--- src/rmsm_pkg.sv ---
`timescale 1ns / 1ps
`default_nettype none
// ----------------------------------------------------------------------------
// rmsm_pkg
// Shared widths, constants and request types for the windowed rms level meter.
// ----------------------------------------------------------------------------
package rmsm_pkg;

    localparam int SMP_W      = 16;
    localparam int SUM_W      = 48;
    localparam int SQ_W       = 32;
    localparam int MEAN_W     = 32;
    localparam int ROOT_W     = 16;
    localparam int REM_W      = 18;
    localparam int ALU_W      = 20;
    localparam int DIV_STEPS  = 48;
    localparam int SQRT_STEPS = 16;
    localparam int STEP_W     = 6;

    localparam logic [SMP_W-1:0] DEFAULT_WINDOW = 16'd8000;

    typedef struct packed {
        logic             start;
        logic [SUM_W-1:0] sum;
        logic [SMP_W-1:0] divisor;
    } t_root_req;

    typedef struct packed {
        logic              done;
        logic [ROOT_W-1:0] root;
    } t_root_rsp;

endpackage

`default_nettype wire

--- src/rmsm_if.sv ---
`timescale 1ns / 1ps
`default_nettype none
// ----------------------------------------------------------------------------
// rmsm_if
// Valid/ready channels of the rms level meter: samples, results, window length.
// ----------------------------------------------------------------------------
interface rmsm_smp_if;
    logic               valid;
    logic               ready;
    logic signed [15:0] sample;

    modport source (output valid, output sample, input ready);
    modport sink   (input valid, input sample, output ready);
endinterface

interface rmsm_res_if;
    logic        valid;
    logic        ready;
    logic [15:0] rms_level;
    logic [15:0] window_count;

    modport source (output valid, output rms_level, output window_count, input ready);
    modport sink   (input valid, input rms_level, input window_count, output ready);
endinterface

interface rmsm_cfg_if;
    logic        valid;
    logic        ready;
    logic [15:0] window_length;

    modport source (output valid, output window_length, input ready);
    modport sink   (input valid, input window_length, output ready);
endinterface

`default_nettype wire

--- src/rmsm_root.sv ---
`timescale 1ns / 1ps
`default_nettype none
// ----------------------------------------------------------------------------
// rmsm_root
// Iterative mean and square root: restoring divide of the square sum by the
// count, then digit-by-digit root, both through one shared subtractor.
// ----------------------------------------------------------------------------
module rmsm_root (
    input  wire                 i_clk,
    input  wire                 i_rst_n,
    input  rmsm_pkg::t_root_req i_req,
    output rmsm_pkg::t_root_rsp o_rsp
);
    import rmsm_pkg::*;

    localparam logic [1:0] P_IDLE = 2'd0;
    localparam logic [1:0] P_DIV  = 2'd1;
    localparam logic [1:0] P_SQRT = 2'd2;

    logic [1:0]        r_phase, n_phase;
    logic              r_done,  n_done;
    logic [SUM_W-1:0]  r_work,  n_work;
    logic [REM_W-1:0]  r_rem,   n_rem;
    logic [ROOT_W-1:0] r_root,  n_root;
    logic [SMP_W-1:0]  r_div,   n_div;
    logic [STEP_W-1:0] r_step,  n_step;

    logic [ALU_W-1:0]  alu_a;
    logic [ALU_W-1:0]  alu_b;
    logic [ALU_W-1:0]  alu_diff;
    logic              alu_borrow;
    logic              alu_ge;

    // shared subtractor operands
    always_comb begin
        if (r_phase == P_SQRT) begin
            alu_a = {r_rem, r_work[MEAN_W-1 -: 2]};
            alu_b = {{(ALU_W-ROOT_W-2){1'b0}}, r_root, 2'b01};
        end else begin
            alu_a = {{(ALU_W-SMP_W-1){1'b0}}, r_rem[SMP_W-1:0], r_work[SUM_W-1]};
            alu_b = {{(ALU_W-SMP_W){1'b0}}, r_div};
        end
    end

    assign {alu_borrow, alu_diff} = {1'b0, alu_a} - {1'b0, alu_b};
    assign alu_ge = ~alu_borrow;

    always_comb begin
        n_phase = r_phase;
        n_done  = 1'b0;
        n_work  = r_work;
        n_rem   = r_rem;
        n_root  = r_root;
        n_div   = r_div;
        n_step  = r_step;
        case (r_phase)
            P_IDLE: begin
                if (i_req.start) begin
                    n_work  = i_req.sum;
                    n_div   = i_req.divisor;
                    n_rem   = '0;
                    n_step  = '0;
                    n_phase = P_DIV;
                end
            end
            P_DIV: begin
                n_work = {r_work[SUM_W-2:0], alu_ge};
                n_rem  = alu_ge ? alu_diff[REM_W-1:0] : alu_a[REM_W-1:0];
                if (r_step == STEP_W'(DIV_STEPS - 1)) begin
                    n_step  = '0;
                    n_rem   = '0;
                    n_root  = '0;
                    n_phase = P_SQRT;
                end else begin
                    n_step = r_step + 1'b1;
                end
            end
            P_SQRT: begin
                n_work = {r_work[SUM_W-3:0], 2'b00};
                n_rem  = alu_ge ? alu_diff[REM_W-1:0] : alu_a[REM_W-1:0];
                n_root = {r_root[ROOT_W-2:0], alu_ge};
                if (r_step == STEP_W'(SQRT_STEPS - 1)) begin
                    n_step  = '0;
                    n_done  = 1'b1;
                    n_phase = P_IDLE;
                end else begin
                    n_step = r_step + 1'b1;
                end
            end
            default: begin
                n_phase = P_IDLE;
            end
        endcase
    end

    always_ff @(posedge i_clk) begin
        if (!i_rst_n) begin
            r_phase <= P_IDLE;
            r_done  <= 1'b0;
            r_step  <= '0;
        end else begin
            r_phase <= n_phase;
            r_done  <= n_done;
            r_step  <= n_step;
        end
    end

    always_ff @(posedge i_clk) begin
        r_work <= n_work;
        r_rem  <= n_rem;
        r_root <= n_root;
        r_div  <= n_div;
    end

    assign o_rsp.done = r_done;
    assign o_rsp.root = r_root;

endmodule

`default_nettype wire

--- src/windowed_rms_level_meter.sv ---
`timescale 1ns / 1ps
`default_nettype none
// ----------------------------------------------------------------------------
// windowed_rms_level_meter
// Squares Q1.15 samples into a 48-bit sum and reports the floored root of the
// window mean, with the sample count, when the window length is reached.
// ----------------------------------------------------------------------------
//  port     dir  payload                     meaning
//  i_smp    in   sample                      one audio sample per request
//  o_res    out  rms_level, window_count     one result per closed window
//  i_cfg    in   window_length               window length, zero means 8000
//
//  a sample is taken in steps: accept, square, accumulate
//  a window-closing sample then runs 48 divide and 16 root steps through
//  one 20-bit subtractor, then a done hand-off and the result load
//  i_rst_n is synchronous; window length resets to 8000, sum and count to zero
//  a result waits in the output register; a new sample is taken meanwhile,
//  but the next closing window holds until that register is free
// ----------------------------------------------------------------------------
module windowed_rms_level_meter (
    input  wire               i_clk,
    input  wire               i_rst_n,
    rmsm_smp_if.sink          i_smp,
    rmsm_res_if.source        o_res,
    rmsm_cfg_if.sink          i_cfg
);
    import rmsm_pkg::*;

    localparam logic [2:0] S_IDLE = 3'd0;
    localparam logic [2:0] S_SQR  = 3'd1;
    localparam logic [2:0] S_ACC  = 3'd2;
    localparam logic [2:0] S_ROOT = 3'd3;
    localparam logic [2:0] S_OUT  = 3'd4;

    logic [2:0]        r_state, n_state;
    logic [SMP_W-1:0]  r_wlen;
    logic [SUM_W-1:0]  r_sum,   n_sum;
    logic [SMP_W-1:0]  r_cnt,   n_cnt;
    logic [SMP_W-1:0]  r_mag;
    logic [SQ_W-1:0]   r_sq;
    logic [SMP_W-1:0]  r_wcnt,  n_wcnt;
    logic              r_ovalid, n_ovalid;
    logic [ROOT_W-1:0] r_orms,  n_orms;
    logic [SMP_W-1:0]  r_ocnt,  n_ocnt;

    logic [SMP_W-1:0]  smp_mag;
    logic [SUM_W-1:0]  acc_sum;
    logic [SMP_W-1:0]  acc_cnt;
    logic [SMP_W-1:0]  win;
    logic              smp_req;
    t_root_req         root_req;
    t_root_rsp         root_rsp;

    rmsm_root u_root (
        .i_clk   (i_clk),
        .i_rst_n (i_rst_n),
        .i_req   (root_req),
        .o_rsp   (root_rsp)
    );

    assign i_smp.ready = (r_state == S_IDLE);
    assign i_cfg.ready = 1'b1;
    assign smp_req     = i_smp.valid && i_smp.ready;

    assign smp_mag = i_smp.sample[SMP_W-1] ? (~i_smp.sample + 1'b1) : i_smp.sample;
    assign acc_sum = r_sum + {{(SUM_W-SQ_W){1'b0}}, r_sq};
    assign acc_cnt = r_cnt + 1'b1;
    assign win     = (r_wlen == '0) ? DEFAULT_WINDOW : r_wlen;

    always_comb begin
        n_state  = r_state;
        n_sum    = r_sum;
        n_cnt    = r_cnt;
        n_wcnt   = r_wcnt;
        n_ovalid = r_ovalid && !o_res.ready;
        n_orms   = r_orms;
        n_ocnt   = r_ocnt;
        root_req = '{start: 1'b0, sum: acc_sum, divisor: acc_cnt};
        case (r_state)
            S_IDLE: begin
                if (smp_req) begin
                    n_state = S_SQR;
                end
            end
            S_SQR: begin
                n_state = S_ACC;
            end
            S_ACC: begin
                if (acc_cnt >= win) begin
                    root_req.start = 1'b1;
                    n_wcnt  = acc_cnt;
                    n_sum   = '0;
                    n_cnt   = '0;
                    n_state = S_ROOT;
                end else begin
                    n_sum   = acc_sum;
                    n_cnt   = acc_cnt;
                    n_state = S_IDLE;
                end
            end
            S_ROOT: begin
                if (root_rsp.done) begin
                    n_state = S_OUT;
                end
            end
            S_OUT: begin
                if (!n_ovalid) begin
                    n_ovalid = 1'b1;
                    n_orms   = root_rsp.root;
                    n_ocnt   = r_wcnt;
                    n_state  = S_IDLE;
                end
            end
            default: begin
                n_state = S_IDLE;
            end
        endcase
    end

    always_ff @(posedge i_clk) begin
        if (!i_rst_n) begin
            r_state  <= S_IDLE;
            r_wlen   <= DEFAULT_WINDOW;
            r_sum    <= '0;
            r_cnt    <= '0;
            r_ovalid <= 1'b0;
        end else begin
            r_state  <= n_state;
            r_sum    <= n_sum;
            r_cnt    <= n_cnt;
            r_ovalid <= n_ovalid;
            if (i_cfg.valid && i_cfg.ready) begin
                r_wlen <= i_cfg.window_length;
            end
        end
    end

    always_ff @(posedge i_clk) begin
        if (smp_req) begin
            r_mag <= smp_mag;
        end
        r_sq   <= r_mag * r_mag;
        r_wcnt <= n_wcnt;
        r_orms <= n_orms;
        r_ocnt <= n_ocnt;
    end

    assign o_res.valid        = r_ovalid;
    assign o_res.rms_level    = r_orms;
    assign o_res.window_count = r_ocnt;

`ifndef SYNTHESIS
    a_req_to_sqr: assert property (@(posedge i_clk) disable iff (!i_rst_n)
        smp_req |=> (r_state == S_SQR))
        else $error("accepted sample did not start squaring");

    a_done_to_out: assert property (@(posedge i_clk) disable iff (!i_rst_n)
        (r_state == S_ROOT) && root_rsp.done |=> (r_state == S_OUT))
        else $error("root result not handed to output stage");

    a_level_range: assert property (@(posedge i_clk) disable iff (!i_rst_n)
        o_res.valid |-> (o_res.rms_level <= 16'd32768))
        else $error("rms level above full scale");

    a_count_nonzero: assert property (@(posedge i_clk) disable iff (!i_rst_n)
        o_res.valid |-> (o_res.window_count != '0))
        else $error("result with empty window");

    a_cnt_bound: assert property (@(posedge i_clk) disable iff (!i_rst_n)
        (r_state == S_IDLE) |-> (r_cnt != '1))
        else $error("sample count at limit while idle");
`endif

endmodule

`default_nettype wire

--- src/flat_wrapper.sv ---
// flat-port wrapper written by rule: the top's interface ports become plain ports
module windowed_rms_level_meter_flat import rmsm_pkg::*;
  (i_clk, i_rst_n, i_smp_valid, i_smp_sample, i_smp_ready, o_res_valid, o_res_rms_level, o_res_window_count, o_res_ready, i_cfg_valid, i_cfg_window_length, i_cfg_ready);
  rmsm_smp_if i_smp_i ();
  rmsm_res_if o_res_i ();
  rmsm_cfg_if i_cfg_i ();
  input  wire i_clk;
  input  wire i_rst_n;
  input wire logic [$bits(i_smp_i.valid)-1:0] i_smp_valid;
  input wire logic [$bits(i_smp_i.sample)-1:0] i_smp_sample;
  output wire logic [$bits(i_smp_i.ready)-1:0] i_smp_ready;
  output wire logic [$bits(o_res_i.valid)-1:0] o_res_valid;
  output wire logic [$bits(o_res_i.rms_level)-1:0] o_res_rms_level;
  output wire logic [$bits(o_res_i.window_count)-1:0] o_res_window_count;
  input wire logic [$bits(o_res_i.ready)-1:0] o_res_ready;
  input wire logic [$bits(i_cfg_i.valid)-1:0] i_cfg_valid;
  input wire logic [$bits(i_cfg_i.window_length)-1:0] i_cfg_window_length;
  output wire logic [$bits(i_cfg_i.ready)-1:0] i_cfg_ready;
  assign i_smp_i.valid = i_smp_valid;
  assign i_smp_i.sample = i_smp_sample;
  assign i_smp_ready = i_smp_i.ready;
  assign o_res_valid = o_res_i.valid;
  assign o_res_rms_level = o_res_i.rms_level;
  assign o_res_window_count = o_res_i.window_count;
  assign o_res_i.ready = o_res_ready;
  assign i_cfg_i.valid = i_cfg_valid;
  assign i_cfg_i.window_length = i_cfg_window_length;
  assign i_cfg_ready = i_cfg_i.ready;
  windowed_rms_level_meter u_core (.i_clk(i_clk), .i_rst_n(i_rst_n), .i_smp(i_smp_i), .o_res(o_res_i), .i_cfg(i_cfg_i));
endmodule
--- config.mk ---
export PLATFORM = sky130hd
export DESIGN_NAME = windowed_rms_level_meter_flat
export DESIGN_NICKNAME = d
export VERILOG_FILES = /design/src/rmsm_pkg.sv /design/src/rmsm_if.sv /design/src/rmsm_root.sv /design/src/windowed_rms_level_meter.sv /design/src/flat_wrapper.sv
export SDC_FILE = /design/constraint.sdc
export NUM_CORES = 1
export LEC_CHECK = 0
export BUFFER_PORTS_ARGS = -buffer_cell sky130_fd_sc_hd__buf_2
export CAP_MARGIN = 20
export CORE_MARGIN = 2
export CORE_UTILIZATION = 55
export CTS_BUF_LIST = sky130_fd_sc_hd__clkbuf_2 sky130_fd_sc_hd__clkbuf_4 sky130_fd_sc_hd__clkbuf_8
export DETAILED_ROUTE_END_ITERATION = 10
export GPL_TIMING_DRIVEN = 0
export PLACE_DENSITY_LB_ADDON = 0.1
export SLEW_MARGIN = 10
export SYNTH_ARGS = -nofsm -noshare
export SYNTH_HDL_FRONTEND = slang
export SYNTH_SLANG_ARGS = --single-unit
--- constraint.sdc ---
create_clock -name i_clk -period 12.75 [get_ports i_clk]
set_input_delay 3.825 -clock i_clk [delete_from_list [all_inputs] [get_ports i_clk]]
set_output_delay 3.825 -clock i_clk [all_outputs]
set_load 0.02 [all_outputs]
; After elaboration in Yosys (flattened, before gate mapping)
; Index checks and enable logic that the tools add are counted.
[op_classes]
n_lt_le_gt_ge = 1
mul = 1
bitwise = 3
n_eq_ne = 14
reduce_logical = 16
n_addsub = 5
muxes = 31
[ops]
columns = cell, n
row1 = 48-bit one-hot mux with 3 select lines, 1
row2 = 48-bit 2-to-1 mux, 2
row3 = 18-bit 2-to-1 mux, 4
row4 = 18-bit one-hot mux with 3 select lines, 1
row5 = 48-bit by 32-bit adder with 48-bit output, 1
row6 = 16-bit 2-to-1 mux, 3
row7 = 16-bit by 1-bit adder with 16-bit output (second input constant), 2
row8 = 16-bit by 16-bit multiplier with 32-bit output, 1
row9 = 16-bit one-hot mux with 2 select lines, 1
row10 = 20-bit by 20-bit subtractor with 21-bit output, 1
row11 = 20-bit 2-to-1 mux, 1
row12 = 6-bit 2-to-1 mux, 3
row13 = 6-bit one-hot mux with 3 select lines, 1
row14 = 16-bit >= comparator, 1
row15 = 16-bit logical NOT, 1
row16 = 16-bit NOT, 1
row17 = 15-bit 2-to-1 mux, 1
row18 = 3-bit one-hot mux with 5 select lines, 1
row19 = 2-bit AND reduction, 6
row20 = 3-bit 2-to-1 mux, 3
row21 = 2-bit 2-to-1 mux, 4
row22 = 2-bit != test (second input constant), 4
row23 = 6-bit by 1-bit adder with 6-bit output (second input constant), 1
row24 = 3-bit by 2-bit == test with 1-bit output (second input constant), 2
row25 = other kinds (17), 24
[totals]
inputBits = 37
reg_bits = 287
elab_cells = 89
output_inout_bits = 35

; Logic depth before layout (Yosys ltp)
; Gate-level depths: netlist (run 1).
[depth]
ltp_word = 7
mapped_depth = 25

; Modules after synthesis
; Synthesis (run 1) repeated with hierarchy kept, for this count alone.
[unflattened]
cells_unflattened = 2293
area_unflattened_um2 = 22171.3
[by_module_without_submodules]
columns = mod, seq_area_each_um2, cells_each, instances, area_each_um2
row1 = windowed_rms_level_meter, 4224.1, 1732, 1, 16055.4
row2 = rmsm_root, 3123.0, 561, 1, 6115.9

; Worst setup path after synthesis (run 1)
; Ideal clock, no wire load.
[synth_timing]
kind = flip-flop to flip-flop
from = register u_core.r_mag[1]
to = register u_core.r_sq[29]
setup_slack_ns = 6.615
path_buffers = 3
setup_time_ns = 0.123
stages_incl_launch_ff = 24
required_ns = 12.627
t_arrival_ns = 6.012
path_cell_list = edfxtp_1 > clkbuf_1 > clkbuf_1 > nand2_1 > fa_1 > inv_1 > fa_1 > fa_1 > fa_1 > fa_1 > inv_1 > fa_1 > inv_1 > ha_1 > clkbuf_1 > a21oi_1 > o21ai_0 > o21ai_0 > o31a_1 > a21oi_1 > o311a_1 > nor2_1 > o21bai_1 > xor2_1
[synth_via]
elab_chain_len = 1
[synth_rtl]
columns = element, line
row1 = "start, declared", windowed_rms_level_meter.sv:39  ; logic [SMP_W-1:0] r_mag;
row2 = "start signal, assigned", windowed_rms_level_meter.sv:140  ; r_mag <= smp_mag;
row3 = 16-bit by 16-bit multiplier with 32-bit output, windowed_rms_level_meter.sv:142  ; r_sq <= r_mag * r_mag;
row4 = "end signal, assigned", windowed_rms_level_meter.sv:142
row5 = "end, declared", windowed_rms_level_meter.sv:40  ; logic [SQ_W-1:0] r_sq;
; Every way passes these cells.
; A chain may end at the register's enable or synchronous reset.

; Worst setup path after layout (run 1)
[layout_timing]
from = register u_core.r_mag[1]
to = register u_core.r_sq[30]
; The elaborated chain is that of the path after synthesis.

==> flow_metrics.tcl, run 1 <==
set metrics [dict create \
    status "finished clean" \
    crit_required_ns 13.26 \
    tightest_slew_ns 0.995 \
    area_delta_synth_final_pct 10.1 \
    netlist.area_leader.share_pct 22.5 \
    cp-start-kind "flip-flop" \
    wire_per_inst_um 17.6 \
    fillCellCount 3324 \
    place.port_buffers 69 \
    total_power_mw 7.22 \
    grt_setup_unrepaired "false" \
    cts_made_buffers 50 \
    setup_tns_ns 0 \
    fin_util_pct 61.5 \
    start_util_pct 55.8 \
    syn_area_um2 21600 \
    syn_nets 2606 \
    grt_pass1_vias 16490 \
    timing.final.ws_setup_ns 5.54 \
    instances_no_fill 2916 \
    cp_common_cell "fa_1" \
    timing.fmax_ghz 0.139 \
    maxCapViolations 0 \
    drc_errors 0 \
    grt_pass1_wl_mm 83.1 \
    track_usage_pct 25.5 \
    post-cts-setup-buffers 0 \
    r2r-start "u_core.r_mag[1]" \
    ys_ff_latch 286 \
    cts_resized 0 \
    path_cells "clkbuf_1 -> clkbuf_1 -> nand2_1 -> fa_1 -> fa_1 -> inv_1 -> fa_1 -> fa_1 -> fa_1 -> inv_1 -> fa_1 -> inv_1 -> ha_1 -> clkbuf_1 -> o21a_1 -> a21oi_1 -> o21ai_0 -> a31oi_1 -> a21oi_1 -> a41o_1 -> o41a_1 -> xor2_1" \
    coreArea_um2 38600 \
    gp_congestion 0.938 \
    grt.overflow.total 0 \
    worst_r2r_endpoint "u_core.r_sq[30]" \
    final_area_um2 23800 \
    diodes 0 \
    synth_area_leaders "edfxtp_1 (23%), fa_1 (15%), dfxtp_1 (12%)" \
    clk_latency_ns 0.64 \
    syn_area_per_cell_um2 9.67 \
    synthArstFlopShare_pct 0 \
    crit_path_end "u_core.r_sq[30]" \
    setup_viol 0 \
    critPathTopFamily "adder cells" \
    place_area_um2 22600 \
    pwr_density_cell_nw_per_um2 304 \
    path_buf_inv 6 \
    totalWireLength_mm 51.3 \
    crit_type "flip-flop to flip-flop" \
    clock_sinks 286 \
    dpl.cell_count 2822 \
    hold_class "flip-flop to flip-flop" \
    viasPerCell 5.56 \
    die_area_um2 40800 \
    fin_crit_ns 7.21 \
    clk_pin_slew_worst_paths_ns 0.06 \
    grt_max_degree 45 \
    antenna_found_initial 0 \
    register_area_um2 7350 \
    via_count 16226 \
    leakagePower_nw 10.5 \
    multi_input_area_um2 12700 \
    post-route-period-util_pct 56.5 \
    num_rows 72 \
    die_w_um 202 \
    whs_ns 0.415 \
    ir_worst_vdd_v 0.000258 \
    end_kind "flip-flop" \
    cts_tree "yes" \
    cp-startpoint "u_core.r_mag[1]" \
    hold_violations 0 \
    ys_seq_area_share_pct 34.0 \
    final_layout_size_suffix_gt1_share_pct 9.30 \
    crit_arrival_ns 7.72 \
    r2r_slack_ns 5.54 \
    crit_fanout 10 \
    slew_violations 0 \
    root_buffer "clkbuf_8" \
    crit_path_top_delay_cell "fa_1" \
    dp_hpwl_mm 39.6 \
    synth_top_area_cell "edfxtp_1" \
    final_nets 2731 \
    synth_cells 2231 \
    synth.distinct_cells 83 \
    max_stage_delay_ns 0.54 \
    synthFlopType "edfxtp_1" \
    cts-hold-fix-buffers 0 \
    synth_edf_count 162 \
    io_pins 72 \
    clock_path_buffers 3 \
    synth_warnings 0 \
    drt-pass1-iter-count 5 \
    place_ws_ns 5.60 \
    h-tree-depth 2 \
    dieHeight_um 202 \
    first_iter_violations 847 \
    cp_num_cells 22 \
    ant_nets 0 \
    maxSlewHeadroom_pct 33.7 \
    fin_worst_skew_ns 0.0265 \
    rr_worst_depth 22 \
]
==> kinds of logic after synthesis <==
family	Yosys count	share of synthesized area (%)
and+or+nand+nor	601	13.2
DFF	286	34.0
adders and majority gates	338	25.3
buffers and inverters	392	7.01
other	1	0.0174
muxes	43	2.10
AOI/OAI and AO/OA	455	13.6
xor gates and xnor gates	115	4.67
==> layer usage <==
metal / GRT usage, % / vias up / part of all wire, %
li1: - / 7864 / -
met1: 30.5 / 7879 / 41
met2: 46.1 / 377 / 51
met3: 3.27 / 106 / 4.1
met4: 10.7 / 0 / 3.6
met5: 0 / - / 0
==> cell usage after synthesis, types with 8 or more instances <==
cell type / instances
o21a_1: 11
a22o_1: 13
o21bai_1: 14
nand3_1: 52
nor3_1: 21
nand2b_1: 20
nand2_1: 211
clkbuf_1: 77
a221oi_1: 25
mux2_2: 19
mux2i_1: 24
o31ai_1: 10
ha_1: 173
o21ai_0: 82
xnor2_1: 76
o21ai_1: 8
nand3b_1: 8
nor2b_1: 15
a31oi_1: 9
inv_1: 291
and2_1: 68
nand4_1: 8
a21oi_1: 158
a22oi_1: 24
nor2_1: 135
edfxtp_1: 162
and3_1: 21
fa_1: 165
buf_2: 9
a21o_1: 22
o211ai_1: 10
xor2_1: 39
a211oi_1: 11
or3_1: 16
dfxtp_1: 124
==> cell type report <==
cell class	instances	area share, %
buffer	98	1.73
clock buffer	77	3.88
clock inverter	17	0.795
inverter	294	4.64
multi-input combinational	1553	53.6
sequential	286	30.9
tap	518	2.73
timing repair buffer	73	1.72
==> cells in the final DEF, fill, tap and decap left out, types with 20 or more instances in the layout <==
cell and n:
a22oi_1 24, nand2_1 211, inv_1 291, ha_1 173, nand3_1 52, dfxtp_1 124
fa_1 165, and2_1 68, clkbuf_8 55, nand2b_1 20, mux2i_1 24, xnor2_1 76
nor3_1 21, xor2_1 39, clkbuf_4 22, a21o_1 22, edfxtp_1 162, a221oi_1 25
nor2_1 134, and3_1 21, a21oi_1 158, clkbuf_1 77, buf_2 77, o21ai_0 81
==> worst register-to-register path: stages, from the launching register on <==
cell and delay (ns):
edfxtp_1 0.35, clkbuf_1 0.45, clkbuf_1 0.52, nand2_1 0.22
fa_1 0.54, fa_1 0.49, inv_1 0.06, fa_1 0.54
fa_1 0.45, fa_1 0.54, inv_1 0.05, fa_1 0.52
inv_1 0.04, ha_1 0.28, clkbuf_1 0.19, o21a_1 0.22
a21oi_1 0.17, o21ai_0 0.11, a31oi_1 0.29, a21oi_1 0.15
a41o_1 0.32, o41a_1 0.44, xor2_1 0.15
==> sequential cells by signal, indices dropped and copies added (netlist names) <==
register,cells
u_core.r_state,3
u_core.r_sq,31
u_core.r_mag,16
u_core.o_res.window_count,16
u_core.u_root.r_step,6
u_core.u_root.r_rem,18
u_core.r_wcnt,16
u_core.r_wlen,16
u_core.r_cnt,16
u_core.u_root.r_work,48
u_core.r_sum,48
u_core.o_res.rms_level,16
u_core.u_root.r_phase,2
u_core.o_res.valid,1
u_core.u_root.r_div,16
u_core.u_root.r_root,16
u_core.u_root.r_done,1
==> where the power goes <==
part           total (mW)  switching, mW  leakage, nW  internal (mW)
Sequential           1.27         0.0640         2.50           1.21
Clock               0.930          0.402        0.599          0.528
Combinational        5.02           2.87         7.42           2.14
==> worst min-delay path by stage <==
stage               depth (start not counted)  slack [ns]                      endpoint        startpoint
global placement                            0        0.40  u_core.o_res.window_count[3]  u_core.r_wcnt[3]
detailed placement                          0        0.41  u_core.o_res.window_count[8]  u_core.r_wcnt[8]
global route                                0        0.42  u_core.o_res.window_count[7]  u_core.r_wcnt[7]
finish                                      0        0.42  u_core.o_res.window_count[2]  u_core.r_wcnt[2]
floorplan                                   0        0.40  u_core.o_res.window_count[0]  u_core.r_wcnt[0]
CTS                                         0        0.42  u_core.o_res.window_count[2]  u_core.r_wcnt[2]
Note: power is estimated with default switching activity, not from simulation.
==> inputs of run 2 (changes only) <==
==> constraint.sdc (replaced) <==
create_clock -name i_clk -period 7.5 [get_ports i_clk]
set_input_delay 2.25 -clock i_clk [delete_from_list [all_inputs] [get_ports i_clk]]
set_output_delay 2.25 -clock i_clk [all_outputs]
set_load 0.02 [all_outputs]
==> flow_metrics.tcl, run 2 (synthesis results as in run 1) <==
set metrics [dict create \
    status "finished clean" \
    layout_commonest_cell "inv_1" \
    tightest_slew_ns 0.995 \
    crit_type "flip-flop to flip-flop" \
    worstHoldPathCells 0 \
    cts_tree "yes" \
    final_layout_size_suffix_gt1_share_pct 9.34 \
    grt_pass1_wl_mm 83.1 \
    dp_hpwl_mm 39.6 \
    area_delta_synth_final_pct 10.1 \
    whs_ns 0.415 \
    ir_worst_vdd_v 0.000438 \
    setup_viol 0 \
    first_iter_violations 846 \
    crit_required_ns 8.01 \
    end_kind "flip-flop" \
    num_rows 72 \
    met3WireLength_mm 2.12 \
    crit_path_top_delay_cell "edfxtp_1" \
    root_buffer "clkbuf_8" \
    cp-start-kind "flip-flop" \
    die_w_um 202 \
    slew_violations 0 \
    dieHeight_um 202 \
    cts-hold-fix-buffers 0 \
    largestRegisters "u_core.r_sum (48), u_core.u_root.r_work (48), u_core.r_sq (31)" \
    register_area_um2 7350 \
    timing.fmax_ghz 0.141 \
    leakagePower_nw 10.5 \
    post-cts-setup-buffers 0 \
    rr_worst_depth 22 \
    fillCellCount 3323 \
    diodes 0 \
    r2r-start "u_core.r_mag[9]" \
    pwr_density_cell_nw_per_um2 516 \
    fin_crit_ns 7.10 \
    cts_resized 0 \
    clock_path_buffers 3 \
    clock_sinks 286 \
    worst_r2r_endpoint "u_core.r_sq[30]" \
    grt_pass1_vias 16490 \
    fin_worst_skew_ns 0.0249 \
    ant_nets 0 \
    io_pins 72 \
    setup_tns_ns 0 \
    start_util_pct 55.8 \
    routed.top_layer "met4" \
    antenna_found_initial 0 \
    crit_fanout 10 \
    drt-met1-wl_mm 21.2 \
    hold_violations 0 \
    wl_met2_mm 26.1 \
    cp_common_cell "fa_1" \
    r2r_slack_ns 0.40 \
    maxSlewHeadroom_pct 33.7 \
    die_area_um2 40800 \
    clk_pin_slew_worst_paths_ns 0.06 \
    drc_errors 0 \
    grt_setup_unrepaired "false" \
    totalWireLength_mm 51.3 \
    cts_made_buffers 50 \
    via_count 16224 \
    h-tree-depth 2 \
    grt_max_degree 45 \
    final_cell_mix "inv_1 (291), nand2_1 (211), ha_1 (173)" \
    wire_per_inst_um 17.6 \
    drt-pass1-iter-count 5 \
    grt.overflow.total 0 \
    viasPerCell 5.56 \
    maxCapViolations 0 \
    whs_endpoint "u_core.o_res.window_count[2]" \
    hold_class "flip-flop to flip-flop" \
    final_nets 2731 \
    track_usage_pct 25.5 \
    coreArea_um2 38600 \
    path_cells "clkbuf_1 -> nand2_1 -> fa_1 -> fa_1 -> inv_1 -> fa_1 -> fa_1 -> fa_1 -> inv_1 -> fa_1 -> inv_1 -> ha_1 -> clkbuf_1 -> o21ai_0 -> o21ai_0 -> a21oi_1 -> o21ai_0 -> a31oi_1 -> a21oi_1 -> a41o_1 -> o41a_1 -> xor2_1" \
    hold_start "u_core.r_wcnt[2]" \
    crit_arrival_ns 7.61 \
    post-route-period-util_pct 94.7 \
    clk_latency_ns 0.64 \
    multi_input_area_um2 12700 \
    max_stage_delay_ns 0.60 \
    gp_congestion 0.938 \
    place.port_buffers 69 \
]
run 2: changes by cell type in the layout (fill, tap and decap cells not counted):
cell      change
clkbuf_2      +1
clkbuf_1      -1
run 2: worst max-delay path by stage:
stage / from / endpoint
4_1_cts: u_core.r_mag[1] / u_core.r_sq[31]
3_5_place_dp: u_core.r_mag[1] / u_core.r_sq[31]
3_3_place_gp: u_core.r_mag[1] / u_core.r_sq[30]
5_1_grt: u_core.r_mag[14] / u_core.r_sq[31]
6_report: u_core.r_mag[9] / u_core.r_sq[30]
2_1_floorplan: u_core.r_mag[1] / u_core.r_sq[29]
run 2: report_power, final:
group,switching [mW],internal [mW]
combinational,4.89,3.64
sequential,0.109,2.05
clock,0.683,0.898
run 2: through the flow:
| step | std cells | power, mW | util, % | setup slack [ns] | instance area [um2] |
|---|---|---|---|---|---|
| global route | 2916 | 13.7 | 61.5 | 0.00500 | 23800 |
| CTS | 2916 | 12.4 | 61.5 | 0.333 | 23800 |
| detailed placement | 2822 | 10.7 | 58.6 | 0.349 | 22600 |
| finish | 2916 | 12.3 | 61.5 | 0.396 | 23800 |
| global placement | 2818 | 10.5 | 58.4 | 0.397 | 22600 |
| floorplan | 2231 | 9.02 | - | 1.36 | 21600 |
run 2: layout make-up:
type	count	share of cell area (%)
Inverter	294	4.64
Timing Repair Buffer	73	1.72
Sequential cell	286	30.9
Clock buffer	77	3.88
Tap cell	518	2.73
Multi-Input combinational cell	1553	53.6
Clock inverter	17	0.795
Buffer	98	1.74
run 2: per-layer routing:
layer  vias up  global-route usage, %
met5         -                      0
met3       106                   3.27
met2       382                   46.1
met4         0                   10.7
li1       7864                      -
met1      7872                   30.5
run 2: critical path: cells and delay by family (launching register included):
kind	cells	cell delay [ns]
buf+inv	5	0.89
fa+ha+maj	7	3.43
flops	1	0.60
compound gates	8	1.73
simple gates	1	0.17
xor+xnor	1	0.15
